### src/sv/fpts_pkg.sv
`timescale 1ns / 1ps

package fpts_pkg;

   localparam int NUM_FANS_DEF = 2;

   localparam int TEMP_W = 13;
   localparam int CURR_W = 12;
   localparam int CNT_W  = 8;
   localparam int CSR_ADDR_W = 3;
   localparam int CSR_DATA_W = 13;
   localparam int REQ_DATA_W = 32;
   localparam int RSP_DATA_W = 16;

   typedef enum logic [1:0] {
      OP_SENSE     = 2'd0,
      OP_PWM       = 2'd1,
      OP_SUPERVISE = 2'd2,
      OP_NONE      = 2'd3
   } opcode_type;

   typedef enum logic [CSR_ADDR_W-1:0] {
      CSR_PWM_PERIOD    = 3'd0,
      CSR_ON_DUTY       = 3'd1,
      CSR_COUNT_TIMEOUT = 3'd2,
      CSR_RESTART_TICKS = 3'd3,
      CSR_FAN_ON_TEMP   = 3'd4,
      CSR_FAN_OFF_TEMP  = 3'd5,
      CSR_MIN_CURRENT   = 3'd6,
      CSR_HOT_TEMP      = 3'd7
   } csr_index_type;

   localparam logic [CNT_W-1:0]         PWM_PERIOD_RST    = 8'd10;
   localparam logic [CNT_W-1:0]         ON_DUTY_RST       = 8'd10;
   localparam logic [CNT_W-1:0]         COUNT_TIMEOUT_RST = 8'd100;
   localparam logic [CNT_W-1:0]         RESTART_TICKS_RST = 8'd15;
   localparam logic signed [TEMP_W-1:0] FAN_ON_TEMP_RST   = 13'sd496;
   localparam logic signed [TEMP_W-1:0] FAN_OFF_TEMP_RST  = 13'sd160;
   localparam logic signed [CURR_W-1:0] MIN_CURRENT_RST   = 12'sd0;
   localparam logic signed [TEMP_W-1:0] HOT_TEMP_RST      = 13'sd1120;

   localparam logic [CNT_W-1:0] CNT_MAX = {CNT_W{1'b1}};

endpackage

### src/sv/fan_pwm_tach_supervisor_unit.sv
`timescale 1ns / 1ps

// channel  direction  handshake            payload
// req      in         req_tvalid/tready    tuser opcode, tdata sensor sample
// rsp      out        rsp_tvalid/tready    tdata fan status
// csr      in         csr_wen              csr_addr, csr_wdata
//
// one request per clock while the output register is free or rsp_tready is high;
// a request is registered in the input register, then its state update and
// status land in the output register, which drives rsp_tvalid
// the input register takes one request while a finished status waits for rsp_tready
// reset is synchronous; config returns to defaults, tach counts to the timeout
// default

module fan_pwm_tach_supervisor_unit #(
   parameter int NumFans = fpts_pkg::NUM_FANS_DEF
) (
   input  logic                                   clock,
   input  logic                                   reset,
   input  logic                                   req_tvalid,
   output logic                                   req_tready,
   // opcode [1:0]
   input  logic [1:0]                             req_tuser,
   // tach_one [0], tach_two [1], heatsink_temp [14:2], temp_sensor_fault [15],
   // output_current [27:16], zero [31:28]
   input  logic [fpts_pkg::REQ_DATA_W-1:0]        req_tdata,
   output logic                                   rsp_tvalid,
   input  logic                                   rsp_tready,
   // fan_drive [0], fan_duty [8:1], fan_commanded [9], fan_in_shutdown [10],
   // fault_event [11], zero [15:12]
   output logic [fpts_pkg::RSP_DATA_W-1:0]        rsp_tdata,
   input  logic                                   csr_wen,
   input  logic [fpts_pkg::CSR_ADDR_W-1:0]        csr_addr,
   input  logic [fpts_pkg::CSR_DATA_W-1:0]        csr_wdata
);

   localparam int CW = fpts_pkg::CNT_W;
   localparam int TW = fpts_pkg::TEMP_W;
   localparam int IW = fpts_pkg::CURR_W;
   localparam int RSP_DATA_W_L = fpts_pkg::RSP_DATA_W;

   // configuration
   logic [CW-1:0]        period_ff, on_duty_ff, timeout_ff, restart_ticks_ff;
   logic signed [TW-1:0] on_temp_ff, off_temp_ff, hot_temp_ff;
   logic signed [IW-1:0] min_curr_ff;

   // input stage
   logic                   in_valid_ff;
   fpts_pkg::opcode_type   in_op_ff;
   logic [1:0]             in_tach_ff;
   logic signed [TW-1:0]   in_temp_ff;
   logic                   in_fault_ff;
   logic signed [IW-1:0]   in_curr_ff;

   // fan state
   logic [CW-1:0] pwm_count_ff, pwm_count_in;
   logic [CW-1:0] duty_ff, duty_in;
   logic [CW-1:0] tach_count_ff [NumFans];
   logic [CW-1:0] tach_count_in [NumFans];
   logic [NumFans-1:0] prev_low_ff, prev_low_in;
   logic driven_ff, driven_in;
   logic shutdown_ff, shutdown_in;
   logic [CW-1:0] restart_ff, restart_in;
   logic use_off_ff, use_off_in;
   logic pin_ff, pin_in;
   logic event_in;

   // output stage
   logic                  out_valid_ff;
   logic [RSP_DATA_W_L-1:0] out_data_ff, out_data_in;

   logic advance;
   logic stalled;
   logic [CW-1:0] last;
   logic [CW-1:0] restart_inc;
   logic signed [TW-1:0] thresh;

   assign advance    = in_valid_ff && (!out_valid_ff || rsp_tready);
   assign req_tready = !in_valid_ff || advance;
   assign rsp_tvalid = out_valid_ff;
   assign rsp_tdata  = out_data_ff;

   always_ff @(posedge clock) begin
      if (reset) begin
         period_ff        <= fpts_pkg::PWM_PERIOD_RST;
         on_duty_ff       <= fpts_pkg::ON_DUTY_RST;
         timeout_ff       <= fpts_pkg::COUNT_TIMEOUT_RST;
         restart_ticks_ff <= fpts_pkg::RESTART_TICKS_RST;
         on_temp_ff       <= fpts_pkg::FAN_ON_TEMP_RST;
         off_temp_ff      <= fpts_pkg::FAN_OFF_TEMP_RST;
         min_curr_ff      <= fpts_pkg::MIN_CURRENT_RST;
         hot_temp_ff      <= fpts_pkg::HOT_TEMP_RST;
      end else if (csr_wen) begin
         case (csr_addr)
            fpts_pkg::CSR_PWM_PERIOD:    period_ff        <= csr_wdata[CW-1:0];
            fpts_pkg::CSR_ON_DUTY:       on_duty_ff       <= csr_wdata[CW-1:0];
            fpts_pkg::CSR_COUNT_TIMEOUT: timeout_ff       <= csr_wdata[CW-1:0];
            fpts_pkg::CSR_RESTART_TICKS: restart_ticks_ff <= csr_wdata[CW-1:0];
            fpts_pkg::CSR_FAN_ON_TEMP:   on_temp_ff       <= csr_wdata[TW-1:0];
            fpts_pkg::CSR_FAN_OFF_TEMP:  off_temp_ff      <= csr_wdata[TW-1:0];
            fpts_pkg::CSR_MIN_CURRENT:   min_curr_ff      <= csr_wdata[IW-1:0];
            fpts_pkg::CSR_HOT_TEMP:      hot_temp_ff      <= csr_wdata[TW-1:0];
            default: ;
         endcase
      end
   end

   always_ff @(posedge clock) begin
      if (reset) begin
         in_valid_ff <= 1'b0;
      end else if (req_tready) begin
         in_valid_ff <= req_tvalid;
      end
   end

   always_ff @(posedge clock) begin
      if (req_tready && req_tvalid) begin
         in_op_ff    <= fpts_pkg::opcode_type'(req_tuser);
         in_tach_ff  <= req_tdata[1:0];
         in_temp_ff  <= req_tdata[14:2];
         in_fault_ff <= req_tdata[15];
         in_curr_ff  <= req_tdata[27:16];
      end
   end

   always_comb begin
      pwm_count_in = pwm_count_ff;
      duty_in      = duty_ff;
      prev_low_in  = prev_low_ff;
      driven_in    = driven_ff;
      shutdown_in  = shutdown_ff;
      restart_in   = restart_ff;
      use_off_in   = use_off_ff;
      pin_in       = pin_ff;
      event_in     = 1'b0;
      stalled      = 1'b0;
      last         = period_ff - 1'b1;
      restart_inc  = (restart_ff < fpts_pkg::CNT_MAX) ? restart_ff + 1'b1 : restart_ff;
      thresh       = use_off_ff ? off_temp_ff : on_temp_ff;
      for (int i = 0; i < NumFans; i++) begin
         tach_count_in[i] = tach_count_ff[i];
         if (tach_count_ff[i] < timeout_ff) begin
            stalled = 1'b1;
         end
      end
      case (in_op_ff)
         fpts_pkg::OP_SENSE: begin
            for (int i = 0; i < NumFans; i++) begin
               if (in_tach_ff[i]) begin
                  if (prev_low_ff[i] && tach_count_ff[i] < timeout_ff) begin
                     tach_count_in[i] = tach_count_ff[i] + 1'b1;
                  end
                  prev_low_in[i] = 1'b0;
               end else begin
                  prev_low_in[i] = 1'b1;
               end
            end
         end
         fpts_pkg::OP_PWM: begin
            pwm_count_in = (pwm_count_ff >= last) ? '0 : pwm_count_ff + 1'b1;
            pin_in       = pwm_count_in < duty_ff;
         end
         fpts_pkg::OP_SUPERVISE: begin
            for (int i = 0; i < NumFans; i++) begin
               tach_count_in[i] = '0;
            end
            if (driven_ff && stalled) begin
               shutdown_in = 1'b1;
               event_in    = 1'b1;
               duty_in     = '0;
               driven_in   = 1'b0;
               restart_in  = '0;
            end else if (shutdown_ff) begin
               restart_in = restart_inc;
               if (restart_inc >= restart_ticks_ff) begin
                  shutdown_in = 1'b0;
               end
            end else if (in_temp_ff > thresh || in_fault_ff) begin
               if (in_curr_ff >= min_curr_ff || in_temp_ff > hot_temp_ff) begin
                  use_off_in = 1'b1;
                  duty_in    = (on_duty_ff <= period_ff) ? on_duty_ff : period_ff;
                  driven_in  = 1'b1;
               end else begin
                  duty_in   = '0;
                  driven_in = 1'b0;
               end
            end else begin
               use_off_in = 1'b0;
               duty_in    = '0;
               driven_in  = 1'b0;
            end
         end
         default: ;
      endcase
      out_data_in = {4'b0000, event_in, shutdown_in, driven_in, duty_in, pin_in};
   end

   always_ff @(posedge clock) begin
      if (reset) begin
         pwm_count_ff <= '0;
         duty_ff      <= '0;
         prev_low_ff  <= '1;
         driven_ff    <= 1'b0;
         shutdown_ff  <= 1'b0;
         restart_ff   <= '0;
         use_off_ff   <= 1'b0;
         pin_ff       <= 1'b0;
         for (int i = 0; i < NumFans; i++) begin
            tach_count_ff[i] <= fpts_pkg::COUNT_TIMEOUT_RST;
         end
      end else if (advance) begin
         pwm_count_ff <= pwm_count_in;
         duty_ff      <= duty_in;
         prev_low_ff  <= prev_low_in;
         driven_ff    <= driven_in;
         shutdown_ff  <= shutdown_in;
         restart_ff   <= restart_in;
         use_off_ff   <= use_off_in;
         pin_ff       <= pin_in;
         for (int i = 0; i < NumFans; i++) begin
            tach_count_ff[i] <= tach_count_in[i];
         end
      end
   end

   always_ff @(posedge clock) begin
      if (reset) begin
         out_valid_ff <= 1'b0;
      end else if (advance) begin
         out_valid_ff <= 1'b1;
      end else if (rsp_tready) begin
         out_valid_ff <= 1'b0;
      end
   end

   always_ff @(posedge clock) begin
      if (advance) begin
         out_data_ff <= out_data_in;
      end
   end

   // a fault report always leaves the fan uncommanded, in shutdown, at zero duty
   a_event_shutdown: assert property (@(posedge clock) disable iff (reset)
      out_valid_ff && out_data_ff[11] |->
         !out_data_ff[9] && out_data_ff[10] && out_data_ff[8:1] == '0)
      else $error("fault event without shutdown");

   // the fan is never driven while waiting out a fault
   a_driven_excl: assert property (@(posedge clock) disable iff (reset)
      driven_ff |-> !shutdown_ff)
      else $error("fan driven during shutdown");

   // a nonzero duty only exists while the fan is commanded
   a_duty_driven: assert property (@(posedge clock) disable iff (reset)
      duty_ff != '0 |-> driven_ff)
      else $error("duty set while fan not driven");

endmodule
### config.mk
export PLATFORM = sky130hd
export DESIGN_NAME = fan_pwm_tach_supervisor_unit
export DESIGN_NICKNAME = d
export VERILOG_FILES = /design/src/sv/fpts_pkg.sv /design/src/sv/fan_pwm_tach_supervisor_unit.sv
export SDC_FILE = /design/constraint.sdc
export NUM_CORES = 1
export LEC_CHECK = 0
export ABC_AREA = 1
export BUFFER_PORTS_ARGS = -buffer_cell sky130_fd_sc_hd__buf_2
export CORE_MARGIN = 3
export CORE_UTILIZATION = 40
export CTS_CLUSTER_DIAMETER = 100
export DETAILED_ROUTE_END_ITERATION = 8
export GPL_TIMING_DRIVEN = 0
export SLEW_MARGIN = 20
export SYNTH_ARGS = -nofsm -noshare
export SYNTH_HDL_FRONTEND = slang
export SYNTH_SLANG_ARGS = --single-unit
### constraint.sdc
create_clock -name clock -period 4.75 [get_ports clock]
set_input_delay 0.95 -clock clock [delete_from_list [all_inputs] [get_ports clock]]
set_output_delay 0.95 -clock clock [all_outputs]
set_load 0.005 [all_outputs]
* Yosys cells after proc, flatten, opt, wreduce, memory -nomap -nowiden
Memories as Yosys holds them, arrays and structs flattened. Cells that the tools add are included. W data, S select, Z words.
Cells by class: $add $sub $neg 5, $lt $le $gt $ge 10, equality and inequality tests 10, muxes and demuxes 42, bitwise operators 4, reductions and logical operators 27
Operators by type and width (count):
- $mux W8 | 16
- $add A8 B1 Y8 const B | 4
- $pmux W16 S2 | 1
- $gt A13 B13 Y1 | 2
- $lt A8 B8 Y1 | 3
- $mux W1 | 24
- $reduce_and A2 Y1 | 10
- $ge A8 B8 Y1 | 2
- $mux W13 | 1
- $eq A3 B3 Y1 const B | 4
- $ge A12 B12 Y1 | 1
- $le A8 B8 Y1 | 1
- $lt A8 B8 Y1 const B | 1
- $sub A8 B1 Y8 const B | 1
- $eq A3 B2 Y1 const B | 2
- $logic_and A1 B1 Y1 | 5
- $reduce_and A5 Y1 | 1
- $logic_or A1 B1 Y1 | 4
- $reduce_bool A2 Y1 | 2
- $eq A3 B1 Y1 const B | 1
- $logic_not A3 Y1 | 1
- $reduce_and A3 Y1 | 1
- $eq A2 B1 Y1 const B | 1
- $eq A2 B2 Y1 const B | 1
- other kinds (5) | 8
Storage, ports and cells: flip-flop bits (word level) 157, memory bits (writable) 16, bits of input ports 55, output and inout port bits 18, logic and storage cells 124, memories 1
Memory list:
- tach_count_ff | depth 2, width 8, read ports 2, clocked after Yosys merged registers in 0, wr ports 2, RTL line fan_pwm_tach_supervisor_unit.sv:58 | logic [CW-1:0] tach_count_ff [NumFans];

* Logic depth before layout (Yosys ltp)
Gate-level depths: netlist (run 1).
depth in word-level cells 7, depth in mapped cells 24, gate-level depth less buffers 24

* Worst setup path before layout (run 1)
OpenSTA, ideal clock, no wires.
path type register to register, start reg period_ff[0], end reg pin_ff, setup time 59 ps, arrival 2803 ps, required time 4691 ps, path slack 1888 ps, cell stages (with the launch flop) 22, path buffers 0, period minus slack after synthesis 2862 ps, cell sequence dfxtp_1 -> inv_1 -> ha_1 -> nand3_1 -> nor3_1 -> xor2_1 -> inv_1 -> ha_1 -> nand2_1 -> o21a_1 -> nand2_1 -> inv_1 -> nand3_1 -> inv_1 -> ha_1 -> a21oi_1 -> nor2_1 -> a2111oi_0 -> nand2_1 -> nand2_1 -> nand2_1 -> nand2_1
On the way: word-level cells in the longest chain between the ends 5
RTL lines:
- start: declaration | RTL line fan_pwm_tach_supervisor_unit.sv:43 | logic [CW-1:0] period_ff, on_duty_ff, timeout_ff, restart_ticks_ff;
- start signal: assignment | RTL line fan_pwm_tach_supervisor_unit.sv:85 | period_ff <= fpts_pkg::PWM_PERIOD_RST;
- start signal: assignment | RTL line fan_pwm_tach_supervisor_unit.sv:95 | fpts_pkg::CSR_PWM_PERIOD: period_ff <= csr_wdata[CW-1:0];
- $sub A8 B1 Y8 | RTL line fan_pwm_tach_supervisor_unit.sv:137 | last = period_ff - 1'b1;
- $ge A8 B8 Y1 | RTL line fan_pwm_tach_supervisor_unit.sv:160 | pwm_count_in = (pwm_count_ff >= last) ? '0 : pwm_count_ff + 1'b1;
- $mux W8 | RTL line fan_pwm_tach_supervisor_unit.sv:160
- $lt A8 B8 Y1 | RTL line fan_pwm_tach_supervisor_unit.sv:161 | pin_in = pwm_count_in < duty_ff;
- $mux W1 | RTL line fan_pwm_tach_supervisor_unit.sv:146 | case (in_op_ff)
- via pin_in | RTL line fan_pwm_tach_supervisor_unit.sv:65 | logic pin_ff, pin_in;
- end signal: assignment | RTL line fan_pwm_tach_supervisor_unit.sv:219 | pin_ff <= pin_in;
- end: declaration | RTL line fan_pwm_tach_supervisor_unit.sv:65
The timed path passes the listed nets, and every way through them passes these cells. A chain may end at the register's enable or synchronous reset.

* Worst setup path in the final report (run 1)
Same ends and word-level chain as after synthesis.

==> metrics, run 1 <==
post-synth top area share 25.1%; routability cong. 0.833; post-synth top area cell dfxtp_1; crit path launch type flop; pins over their slew limit 0; Fin. Hold Viols 0; Detailed Route WL 21.9 mm; Final setup violation count 0; count of input and output buffers 64; H-tree depth 4; layout cell share with drive strength beyond 1 11.1%; EDFF count, synth 58; IO Count 73; gr ovfl total 0; Slew @ Worst Pin 851 ps; vias per inst 4.89; Die Span Y 158 um; Global Route met2 Usage 30.3%; CTS clk-pin slew, worst paths 70 ps; DR vias 7439; Design Power 3360 uW; Commonest cells post-synth 229 x nand2_1, 149 x inv_1, 115 x dfxtp_1, 111 x nor2_1, 98 x a21oi_1; leakage power 0.00477 uW; Synth Area per Inst 8.05 um^2; fin crit share 71.3%; Core ar. 22200 um^2; max-cap viol count 0; VDD IR max 0.215 mV; Req. time, crit path 5130 ps; root buf cell clkbuf_16; Yosys reg bits 173; # resized after CTS 0; PwrDens 323 nW/um^2; Slew headroom 43.3%; # Post-CTS Setup Buffers 0; CTS tree built; ranking of synthesized cells by area dfxtp_1 25%, edfxtp_1 19%, ha_1 12%; Final Skew 7.51 ps; asr flop ratio synth 0%; crit end category flop; DR DRC count 0; Seq/Total Area, Yosys 44.0%; largest net degree at the start of global routing 31; dominant synthesized flop cell dfxtp_1; row count 54; total CTS buffers 17; first-pass GRT wire length 36.2 mm; NumNets Final 1370; initial drt markers 468; WS Path Type flop to flop; Hold-fix buffers, CTS 0; post-detailed-route wirelength per cell 14.4 um; fmax 0.295 GHz; routing usage on met3 2.54%; met1 GRT Util 25.2%; clk sink count 173; deepest clock path buffer count 2; RSZ-0062 raised after global routing no; starting density of the core 41.3%; setup_tns 0 ps; All-Layer GR Usage 18.4%; worst path arrival time 3760 ps; Synthesis Warnings 0; number of global-route vias before repair 7084; worst-path fanout max 6; post-layout min period 3390 ps; Die Width 158 um; Hold Crit Class flop to flop; worst-skew pair later-pin latency 430 ps; placed cell area 9870 um^2; Design Area, Final 10400 um^2; initial antenna violation count 0; Syn Inst Count 1141; gr busiest metal met2; ANT nets after route 0; router iterations before antenna repair 5; Post-Syn Area 9190 um^2; Yosys cell types 39; outcome finished, final reports clean; diodes inserted 0; detailed placer's ending HPWL 16.4 mm; top-count cell post-synth nand2_1; die area 24800 um^2; Area growth, synth to finish 13.5%
==> flip-flops by register name, summed over array words and instances, names as in the netlist, 2 cells and up <==
signal / cells
restart_ticks_ff: 8
rsp_tdata: 12
timeout_ff: 8
period_ff: 8
on_temp_ff: 13
in_tach_ff: 2
tach_count_ff: 16
off_temp_ff: 13
in_curr_ff: 12
prev_low_ff: 2
restart_ff: 8
in_temp_ff: 13
min_curr_ff: 12
pwm_count_ff: 8
hot_temp_ff: 13
in_op_ff: 2
duty_ff: 8
on_duty_ff: 8
==> critical path, stage by stage (launching register included) <==
cell and delay [ps]:
dfxtp_1 320, inv_1 160, ha_1 220, nand3_1 120, nor3_1 210, xor2_1 170, inv_1 60, ha_1 260
nand2_1 60, o21a_1 200, nand2_1 110, inv_1 100, nand3_1 110, inv_1 70, ha_1 290, a21oi_1 140
nor2_1 50, a2111oi_0 360, nand2_1 120, nand2_1 90, nand2_1 50, nand2_1 60
==> logic make-up after synthesis <==
group                    after synthesis  share of synthesized area (%)
AND/OR/NAND/NOR                      441                           20.6
AO/OA/AOI/OAI                        224                           13.0
buffers and inverters                191                           8.05
flip-flops                           173                           44.0
adder cells (fa/ha/maj)               88                           12.0
multiplexers                          12                           1.31
XOR/XNOR                              11                           1.05
other                                  1                         0.0408
==> stage by stage <==
stage	instances	util, %	hold WS (ps)	setup slack, ps
finish	1520	46.9	451	1360
global route	1520	46.9	475	977
CTS	1520	46.9	449	1430
detailed placement	1488	44.4	442	1450
global placement	1488	44.4	438	1470
floorplan	1144	-	424	1890
==> where the power goes <==
part / switching, uW / internal [uW]
sequential: 31.5 / 1590
combinational: 251 / 138
clock: 623 / 731
==> cells in the final DEF (no fill, tap or decap), types with 5 or more instances in the layout <==
cell type / Yosys / layout
nand2_1: 229 / 229
inv_1: 149 / 148
dfxtp_1: 115 / 115
nor2_1: 111 / 111
a21oi_1: 98 / 98
o21ai_0: 90 / 90
ha_1: 88 / 88
buf_2: 3 / 67
edfxtp_1: 58 / 58
nand3_1: 40 / 40
clkbuf_1: 24 / 25
nand4_1: 19 / 19
clkbuf_16: 0 / 17
nor3_1: 15 / 15
o21ai_1: 13 / 13
mux2i_1: 12 / 12
nand2_2: 11 / 11
xor2_1: 10 / 10
inv_2: 7 / 8
o211ai_1: 8 / 8
nor2_2: 5 / 5
buf_4: 5 / 5
inv_6: 0 / 5
==> routing by layer <==
metal  vias to the layer above  routed length, um  part of all wire, %
met5                         -                  0                    0
met1                      3307              10800                   49
met4                         0                415                  1.9
met3                        30                818                  3.7
li1                       3947                  -                    -
met2                       155               9900                   45
==> final cells by class <==
| class | instances | area [um^2] |
|---|---|---|
| multi-input combinational | 780 | 4420 |
| buffer | 33 | 146 |
| inverter | 158 | 593 |
| tap | 280 | 350 |
| clock inverter | 14 | 130 |
| timing repair buffer | 64 | 320 |
| sequential | 173 | 4040 |
| fill | 2188 | 11800 |
| clock buffer | 18 | 429 |
==> final timing paths <==
kind,start,end,slack [ps],cells past startpoint
setup / recovery,period_ff[0]$_SDFFE_PP0P_,pin_ff$_SDFFE_PP0P_,1360,21
hold / removal,on_temp_ff[0]$_SDFFE_PP0P_,on_temp_ff[0]$_SDFFE_PP0P_,450,2
hold reg to reg,on_temp_ff[0]$_SDFFE_PP0P_,on_temp_ff[0]$_SDFFE_PP0P_,450,2
setup reg to reg,period_ff[0]$_SDFFE_PP0P_,pin_ff$_SDFFE_PP0P_,1360,21
No activity file was read; power rests on OpenSTA's default activity.
==> run 2, diff against run 1 <==
--- a/config.mk
+++ b/config.mk
@@ -5,7 +5,7 @@
 export SDC_FILE = /design/constraint.sdc
 export NUM_CORES = 1
 export LEC_CHECK = 0
-export ABC_AREA = 1
+export ABC_AREA = 0
 export BUFFER_PORTS_ARGS = -buffer_cell sky130_fd_sc_hd__buf_2
 export CORE_MARGIN = 3
 export CORE_UTILIZATION = 40
==> constraint.sdc (replaced) <==
create_clock -name clock -period 3.14 [get_ports clock]
set_input_delay 0.628 -clock clock [delete_from_list [all_inputs] [get_ports clock]]
set_output_delay 0.628 -clock clock [all_outputs]
set_load 0.005 [all_outputs]
==> metrics, run 2 <==
Largest register FFs 16 (unchanged); detailed placer's ending HPWL 16.9 mm (was 16.4 mm); number of global-route vias before repair 6940 (was 7084); vias per inst 5.24 (was 4.89); pins over their slew limit 0 (unchanged); Die Span Y 157 um (was 158 um); initial drt markers 353 (was 468); top-count cell post-synth nand2_1 (unchanged); adder-cell share of the synthesized area 12.1% (was 12.0%); dominant synthesized flop cell dfxtp_1 (unchanged); NumNets Final 1235 (was 1370); first-pass GRT wire length 36.5 mm (was 36.2 mm); initial antenna violation count 1 (was 0); max-cap viol count 0 (unchanged); row count 54 (unchanged); area fraction in compound gates after synthesis 13.9% (was 13.0%); crit end category flop (unchanged); Area growth, synth to finish 15.5% (was 13.5%); outcome finished, final reports clean (unchanged); gr ovfl total 0 (unchanged); post-synth top area share 25.4% (was 25.1%); DR DRC count 0 (unchanged); layout cell share with drive strength beyond 1 13.7% (was 11.1%); EDFF count, synth 58 (unchanged); All-Layer GR Usage 18.9% (was 18.4%); Final Skew 7.71 ps (was 7.51 ps); largest net degree at the start of global routing 27 (was 31); fin util 47.5% (was 46.9%); slowest CP cell dfxtp_4 (was a2111oi_0); ranking of synthesized cells by area dfxtp_1 25%, edfxtp_1 19%, ha_1 12% (unchanged); Yosys cell types 58 (was 39); leakage power 0.00416 uW (was 0.00477 uW); deepest clock path buffer count 2 (unchanged); Req. time, crit path 3500 ps (was 5130 ps); Final setup violation count 0 (unchanged); WS Path Type flop to flop (unchanged); ANT nets after route 0 (unchanged); Commonest cells post-synth 194 x nand2_1, 115 x dfxtp_1, 94 x a21oi_1, 88 x ha_1, 68 x nor2_1 (was 229 x nand2_1, 149 x inv_1, 115 x dfxtp_1, 111 x nor2_1, 98 x a21oi_1); fmax 0.321 GHz (was 0.295 GHz); crit path launch type flop (unchanged); Yosys reg bits 173 (unchanged); router iterations before antenna repair 5 (unchanged); Detailed Route WL 22.6 mm (was 21.9 mm); total CTS buffers 17 (unchanged); RSZ-0062 raised after global routing yes (was no); Seq/Total Area, Yosys 44.5% (was 44.0%); multiplexer area fraction after synthesis 2.56% (was 1.31%); fin crit share 99.3% (was 71.3%); H-tree depth 4 (unchanged); ordered cell list for the critical path inv_4 -> ha_4 -> nand3_4 -> xnor2_2 -> ha_1 -> a21o_1 -> a21o_1 -> a221oi_2 -> o21bai_4 -> nor2_2 -> ha_1 -> and4_4 -> a211oi_2 -> o21ai_1 -> nand2b_1 -> o22ai_1 (was inv_1 -> ha_1 -> nand3_1 -> nor3_1 -> xor2_1 -> inv_1 -> ha_1 -> nand2_1 -> o21a_1 -> nand2_1 -> inv_1 -> nand3_1 -> inv_1 -> ha_1 -> a21oi_1 -> nor2_1 -> a2111oi_0 -> nand2_1 -> nand2_1 -> nand2_1 -> nand2_1); post-detailed-route wirelength per cell 16.4 um (was 14.4 um); VDD IR max 0.375 mV (was 0.215 mV); Die Width 157 um (was 158 um); worst-skew pair later-pin latency 440 ps (was 430 ps); Synthesis Warnings 0 (unchanged); largest family of logic cells by synthesized area simple AND/OR/NAND/NOR gates (unchanged); IO Count 73 (unchanged); commonest cells after routing, fill and taps aside 194 x nand2_1, 110 x dfxtp_1, 94 x a21oi_1, 87 x ha_1, 64 x nor2_1 (was 229 x nand2_1, 148 x inv_1, 115 x dfxtp_1, 111 x nor2_1, 98 x a21oi_1); Design Power 5010 uW (was 3360 uW); Hold Crit Class input port to flop (was flop to flop); Post-Syn Area 9080 um^2 (was 9190 um^2); Top reg by flops tach_count_ff (unchanged); asr flop ratio synth 0% (unchanged); CTS tree built (unchanged); Synth Area per Inst 9.01 um^2 (was 8.05 um^2); worst path arrival time 3480 ps (was 3760 ps); die area 24500 um^2 (was 24800 um^2); Core ar. 22100 um^2 (was 22200 um^2); FILL cells 2149 (was 2188); clk sink count 173 (unchanged); simple-gate share of the synthesized area 19.3% (was 20.6%); starting density of the core 41.1% (was 41.3%); Slew @ Worst Pin 790 ps (was 851 ps); post-layout min period 3120 ps (was 3390 ps); DR vias 7263 (was 7439); post-synth top area cell dfxtp_1 (unchanged); CTS clk-pin slew, worst paths 70 ps (about the same); Syn Inst Count 1008 (was 1141); Slew headroom 47.1% (was 43.3%); root buf cell clkbuf_16 (unchanged); commonest non-fill, non-tap cell in the layout nand2_1 (unchanged); routability cong. 0.835 (was 0.833); Fin. Hold Viols 0 (unchanged); PwrDens 478 nW/um^2 (was 323 nW/um^2); Hold-fix buffers, CTS 0 (unchanged); CP max stage delay 370 ps (was 360 ps); diodes inserted 0 (unchanged); Post-Synth XOR/XNOR Area 2.70% (was 1.05%); worst-path fanout max 7 (was 6); count of input and output buffers 54 (was 64)
## run 2: cell count changes in the layout (fill, tap and decap cells not counted), sizes merged, moves of 11 or more
cell,delta
inv,-97
o21ai,-76
nor2,-49
nand2,-47
nand3,-18
nand3b,+18
a21o,+15
xnor2,+15
nor2b,+13
nand2b,+11
## run 2: worst paths after layout
kind	start	endpoint	slack, ps	cells after the start
worst max-delay path	period_ff[0]$_SDFFE_PP0P_	pin_ff$_SDFFE_PP0P_	20	16
worst min-delay path	req_tdata[11]	in_temp_ff[9]$_DFFE_PP_	360	1
worst max register to register	period_ff[0]$_SDFFE_PP0P_	pin_ff$_SDFFE_PP0P_	20	16
worst min register to register	restart_ticks_ff[6]$_SDFFE_PP0P_	restart_ticks_ff[6]$_SDFFE_PP0P_	450	2
## run 2: per-layer routing
metal	wire length [um]	vias up	global-route usage (%)	share of wire, %
li1	-	3680	-	-
met3	711	20	3.24	3.1
met2	11300	154	33.3	50
met4	242	2	4.84	1.1
met5	8	-	0	0.035
met1	10400	3407	24.0	46
## run 2: worst max-delay path: cells and delay by family (launching register included)
family,cells,cell delay (ps)
compound gates,7,1230
fa+ha+maj,3,680
xor+xnor,1,150
flops,1,370
simple gates,4,540
buf+inv,1,60
## run 2: cells by family after synthesis
| group | after synthesis |
|---|---|
| DFF | 173 |
| xor gates and xnor gates | 28 |
| buffers and inverters | 109 |
| muxes | 23 |
| adders and majority gates | 88 |
| AOI/OAI and AO/OA | 202 |
| other | 1 |
| and+or+nand+nor | 384 |
## run 2: report_power, final
part,switching (uW),total (uW),leakage [uW],internal [uW]
clock network,927,2090,0.000265,1170
logic,292,484,0.00240,191
registers,48.2,2440,0.00149,2390
total,1270,5010,0.00416,3740
## run 2: metrics by stage
step           setup TNS (ps)  worst slack, ps  std cells  cell area [um^2]  hold WS [ps]
2_1_floorplan               0             8.31       1011              9110           433
3_3_place_gp            -9090             -666       1345              9730           440
3_5_place_dp            -9170             -678       1346              9750           447
4_1_cts                     0             9.19       1381             10400           342
5_1_grt                  -237             -153       1385             10500           344
6_report                    0             21.7       1385             10500           360
## run 2: timing repair
action	CTS	global route
gates resized for setup	22	8
setup buffers	5	4
setup endpoints to repair	23	13
pin swaps	15	14
## run 2: area by class of cell
class | instances | area [um^2] | area share, %
tap | 280 | 350 | 3.34
timing repair buffer | 64 | 358 | 3.41
buffer | 44 | 203 | 1.93
sequential | 173 | 4050 | 38.7
multi-input combinational | 729 | 4710 | 44.9
inverter | 63 | 239 | 2.28
clock inverter | 15 | 146 | 1.40
clock buffer | 17 | 425 | 4.06
==> run 3, diff against run 2 <==
--- a/config.mk
+++ b/config.mk
@@ -7,7 +7,7 @@
 export LEC_CHECK = 0
 export ABC_AREA = 0
 export BUFFER_PORTS_ARGS = -buffer_cell sky130_fd_sc_hd__buf_2
-export CORE_MARGIN = 3
+export CORE_MARGIN = 1.5
 export CORE_UTILIZATION = 40
 export CTS_CLUSTER_DIAMETER = 100
 export DETAILED_ROUTE_END_ITERATION = 8
==> constraint.sdc (replaced) <==
create_clock -name clock -period 2.5 [get_ports clock]
set_input_delay 0.5 -clock clock [delete_from_list [all_inputs] [get_ports clock]]
set_output_delay 0.5 -clock clock [all_outputs]
set_load 0.005 [all_outputs]
==> metrics, run 3 (synthesis results as in run 2) <==
Multi-input gate area 5510 um^2 (was 4710 um^2); first-pass GRT wire length 36.7 mm (was 36.5 mm); RSZ-0062 raised after global routing yes (unchanged); number of global-route vias before repair 7066 (was 6940); Sw Share 25.7% (was 25.3%); count of input and output buffers 54 (unchanged); Req. time, crit path 2690 ps (was 3500 ps); max-cap viol count 0 (unchanged); Largest register FFs 16 (unchanged); leakage power 0.00460 uW (was 0.00416 uW); detailed placer's ending HPWL 16.8 mm (was 16.9 mm); commonest non-fill, non-tap cell in the layout nand2_1 (unchanged); R2R depth 17 (was 16); worst path arrival time 3350 ps (was 3480 ps); DR vias 7581 (was 7263); deepest clock path buffer count 2 (unchanged); Detailed Route WL 24.1 mm (was 22.6 mm); Hold Crit Class input port to flop (unchanged); total CTS buffers 17 (unchanged); CTS clk-pin slew, worst paths 70 ps (about the same); VDD IR max 0.409 mV (was 0.375 mV); Top reg by flops tach_count_ff (unchanged); All-Layer GR Usage 20.0% (was 18.9%); worst-skew pair later-pin latency 430 ps (was 440 ps); Design Area, Final 11800 um^2 (was 10500 um^2); starting density of the core 41.2% (was 41.1%); ordered cell list for the critical path inv_4 -> ha_4 -> nand3_4 -> xnor2_2 -> ha_1 -> a21o_1 -> a21o_1 -> a221oi_2 -> o21bai_4 -> buf_6 -> buf_4 -> buf_6 -> nor2_1 -> ha_1 -> o211ai_1 -> a21oi_2 -> o21ai_1 (was inv_4 -> ha_4 -> nand3_4 -> xnor2_2 -> ha_1 -> a21o_1 -> a21o_1 -> a221oi_2 -> o21bai_4 -> nor2_2 -> ha_1 -> and4_4 -> a211oi_2 -> o21ai_1 -> nand2b_1 -> o22ai_1); Slew headroom 39.5% (was 47.1%); hold wc startpoint req_tdata[11] (unchanged); IO Count 73 (unchanged); Psw 1730 uW (was 1270 uW); gr ovfl total 0 (unchanged); clk sink count 173 (unchanged); root buf cell clkbuf_16 (unchanged); crit path launch type flop (unchanged); initial antenna violation count 2 (was 1); post-detailed-route wirelength per cell 16.9 um (was 16.4 um); commonest cells after routing, fill and taps aside 193 x nand2_1, 101 x dfxtp_1, 87 x a21oi_1, 72 x ha_1, 62 x nor2_1 (was 194 x nand2_1, 110 x dfxtp_1, 94 x a21oi_1, 87 x ha_1, 64 x nor2_1); setup_tns -2130 ps (was 0 ps); CP max stage delay 370 ps (about the same); Reg power frac 45.5% (was 48.6%); Internal 5000 uW (was 3740 uW); largest net degree at the start of global routing 27 (unchanged); H-tree depth 4 (unchanged); Reg2Reg Setup Slack -660 ps (was 20 ps); post-layout min period 3160 ps (was 3120 ps); Place WS -830 ps (was -678 ps); clock share of power 42.6% (was 41.8%); router iterations before antenna repair 7 (was 5); fmax 0.317 GHz (was 0.321 GHz); fin crit share 126% (was 99.3%); ANT nets after route 0 (unchanged); CTS tree built (unchanged); Area growth, synth to finish 29.9% (was 15.5%); NumNets Final 1278 (was 1235); DR DRC count 0 (unchanged); FF/Latch Area 4080 um^2 (was 4050 um^2); Hold-fix buffers, CTS 0 (unchanged); failing checks negative setup slack; placed cell area 9790 um^2 (was 9750 um^2); Final Skew 10.4 ps (was 7.71 ps); PwrDens 571 nW/um^2 (was 478 nW/um^2); end of the critical path rsp_tdata[0]$_DFFE_PP_ (was pin_ff$_SDFFE_PP0P_); Fin. Hold Viols 0 (unchanged); crit end category flop (unchanged); DP Cell Count 1346 (unchanged); logic gate share of total power 12.0% (was 9.7%); worst r2r src period_ff[0]$_SDFFE_PP0P_ (unchanged); Core ar. 22000 um^2 (was 22100 um^2); Die Width 154 um (was 157 um); slowest CP cell dfxtp_4 (unchanged); pins over their slew limit 0 (unchanged); WS Path Type flop to flop (unchanged); routability cong. 0.842 (was 0.835); CP startpoint period_ff[0]$_SDFFE_PP0P_ (unchanged); setup ws final -656 ps (was 21.7 ps); Final setup violation count 16 (was 0); Die Span Y 154 um (was 157 um); final non-filler cell total 1430 (was 1385); initial drt markers 347 (was 353); layout cell share with drive strength beyond 1 25.3% (was 13.7%); Slew @ Worst Pin 907 ps (was 790 ps); FILL cells 1996 (was 2149); vias per inst 5.30 (was 5.24); worst-path fanout max 7 (unchanged); die area 23600 um^2 (was 24500 um^2); outcome finished with violations (was finished, final reports clean); row count 54 (unchanged); RR Endpoint rsp_tdata[0]$_DFFE_PP_ (was pin_ff$_SDFFE_PP0P_)
run 3: how the worst min path moves through the flow:
stage | cells after the start | to | slack (ps)
CTS | 1 | in_fault_ff$_DFFE_PP_ | 220
detailed placement | 2 | on_temp_ff[11]$_SDFFE_PP0P_ | 450
global route | 1 | in_temp_ff[7]$_DFFE_PP_ | 210
global placement | 2 | on_temp_ff[11]$_SDFFE_PP0P_ | 440
floorplan | 2 | off_temp_ff[0]$_SDFFE_PP0P_ | 430
finish | 1 | in_temp_ff[9]$_DFFE_PP_ | 230
run 3: repair_timing:
| item | 4_1_cts | 5_1_grt |
|---|---|---|
| gates resized for setup | 98 | 90 |
| cloned | 2 | 2 |
| setup buffers | 28 | 22 |
| setup endpoints to repair | 30 | 36 |
| pin swaps | 39 | 47 |
run 3: routing by layer:
layer	up-vias	global-route usage, %	routed length, um
met3	37	4.11	978
met5	-	0	0
li1	3782	-	-
met1	3608	25.1	10800
met4	0	7.21	523
met2	154	34.0	11800
run 3: final cells by class:
class | instances | share of cell area [%]
multi-input combinational | 731 | 46.7
sequential | 173 | 34.6
timing repair buffer | 105 | 6.27
clock buffer | 18 | 3.82
tap | 280 | 2.97
inverter | 63 | 2.05
buffer | 44 | 2.03
clock inverter | 14 | 1.51
antenna | 2 | 0.0424
run 3: through the flow:
| step | hold WS [ps] | total power [uW] | utilization [%] |
|---|---|---|---|
| 2_1_floorplan | 433 | 3510 | - |
| 3_3_place_gp | 441 | 3700 | 44.3 |
| 3_5_place_dp | 446 | 3720 | 44.4 |
| 4_1_cts | 217 | 6630 | 50.5 |
| 5_1_grt | 213 | 6980 | 53.5 |
| 6_report | 233 | 6730 | 53.5 |
run 3: worst max-delay path, delay by kind of cell, from the launching register on:
family	cells	cell delay, ps
buffers and inverters	4	460
XOR/XNOR	1	190
flip-flops	1	370
AO/OA/AOI/OAI	7	1100
adder cells (fa/ha/maj)	3	610
AND/OR/NAND/NOR	2	190
run 3: power groups by stage:
stage | Sequential (uW) | Clock (uW) | Combinational, uW
floorplan | 3100 | 0 | 409
global placement | 3120 | 0 | 585
detailed placement | 3120 | 0 | 599
CTS | 3060 | 2910 | 667
global route | 3070 | 3030 | 884
finish | 3060 | 2870 | 805
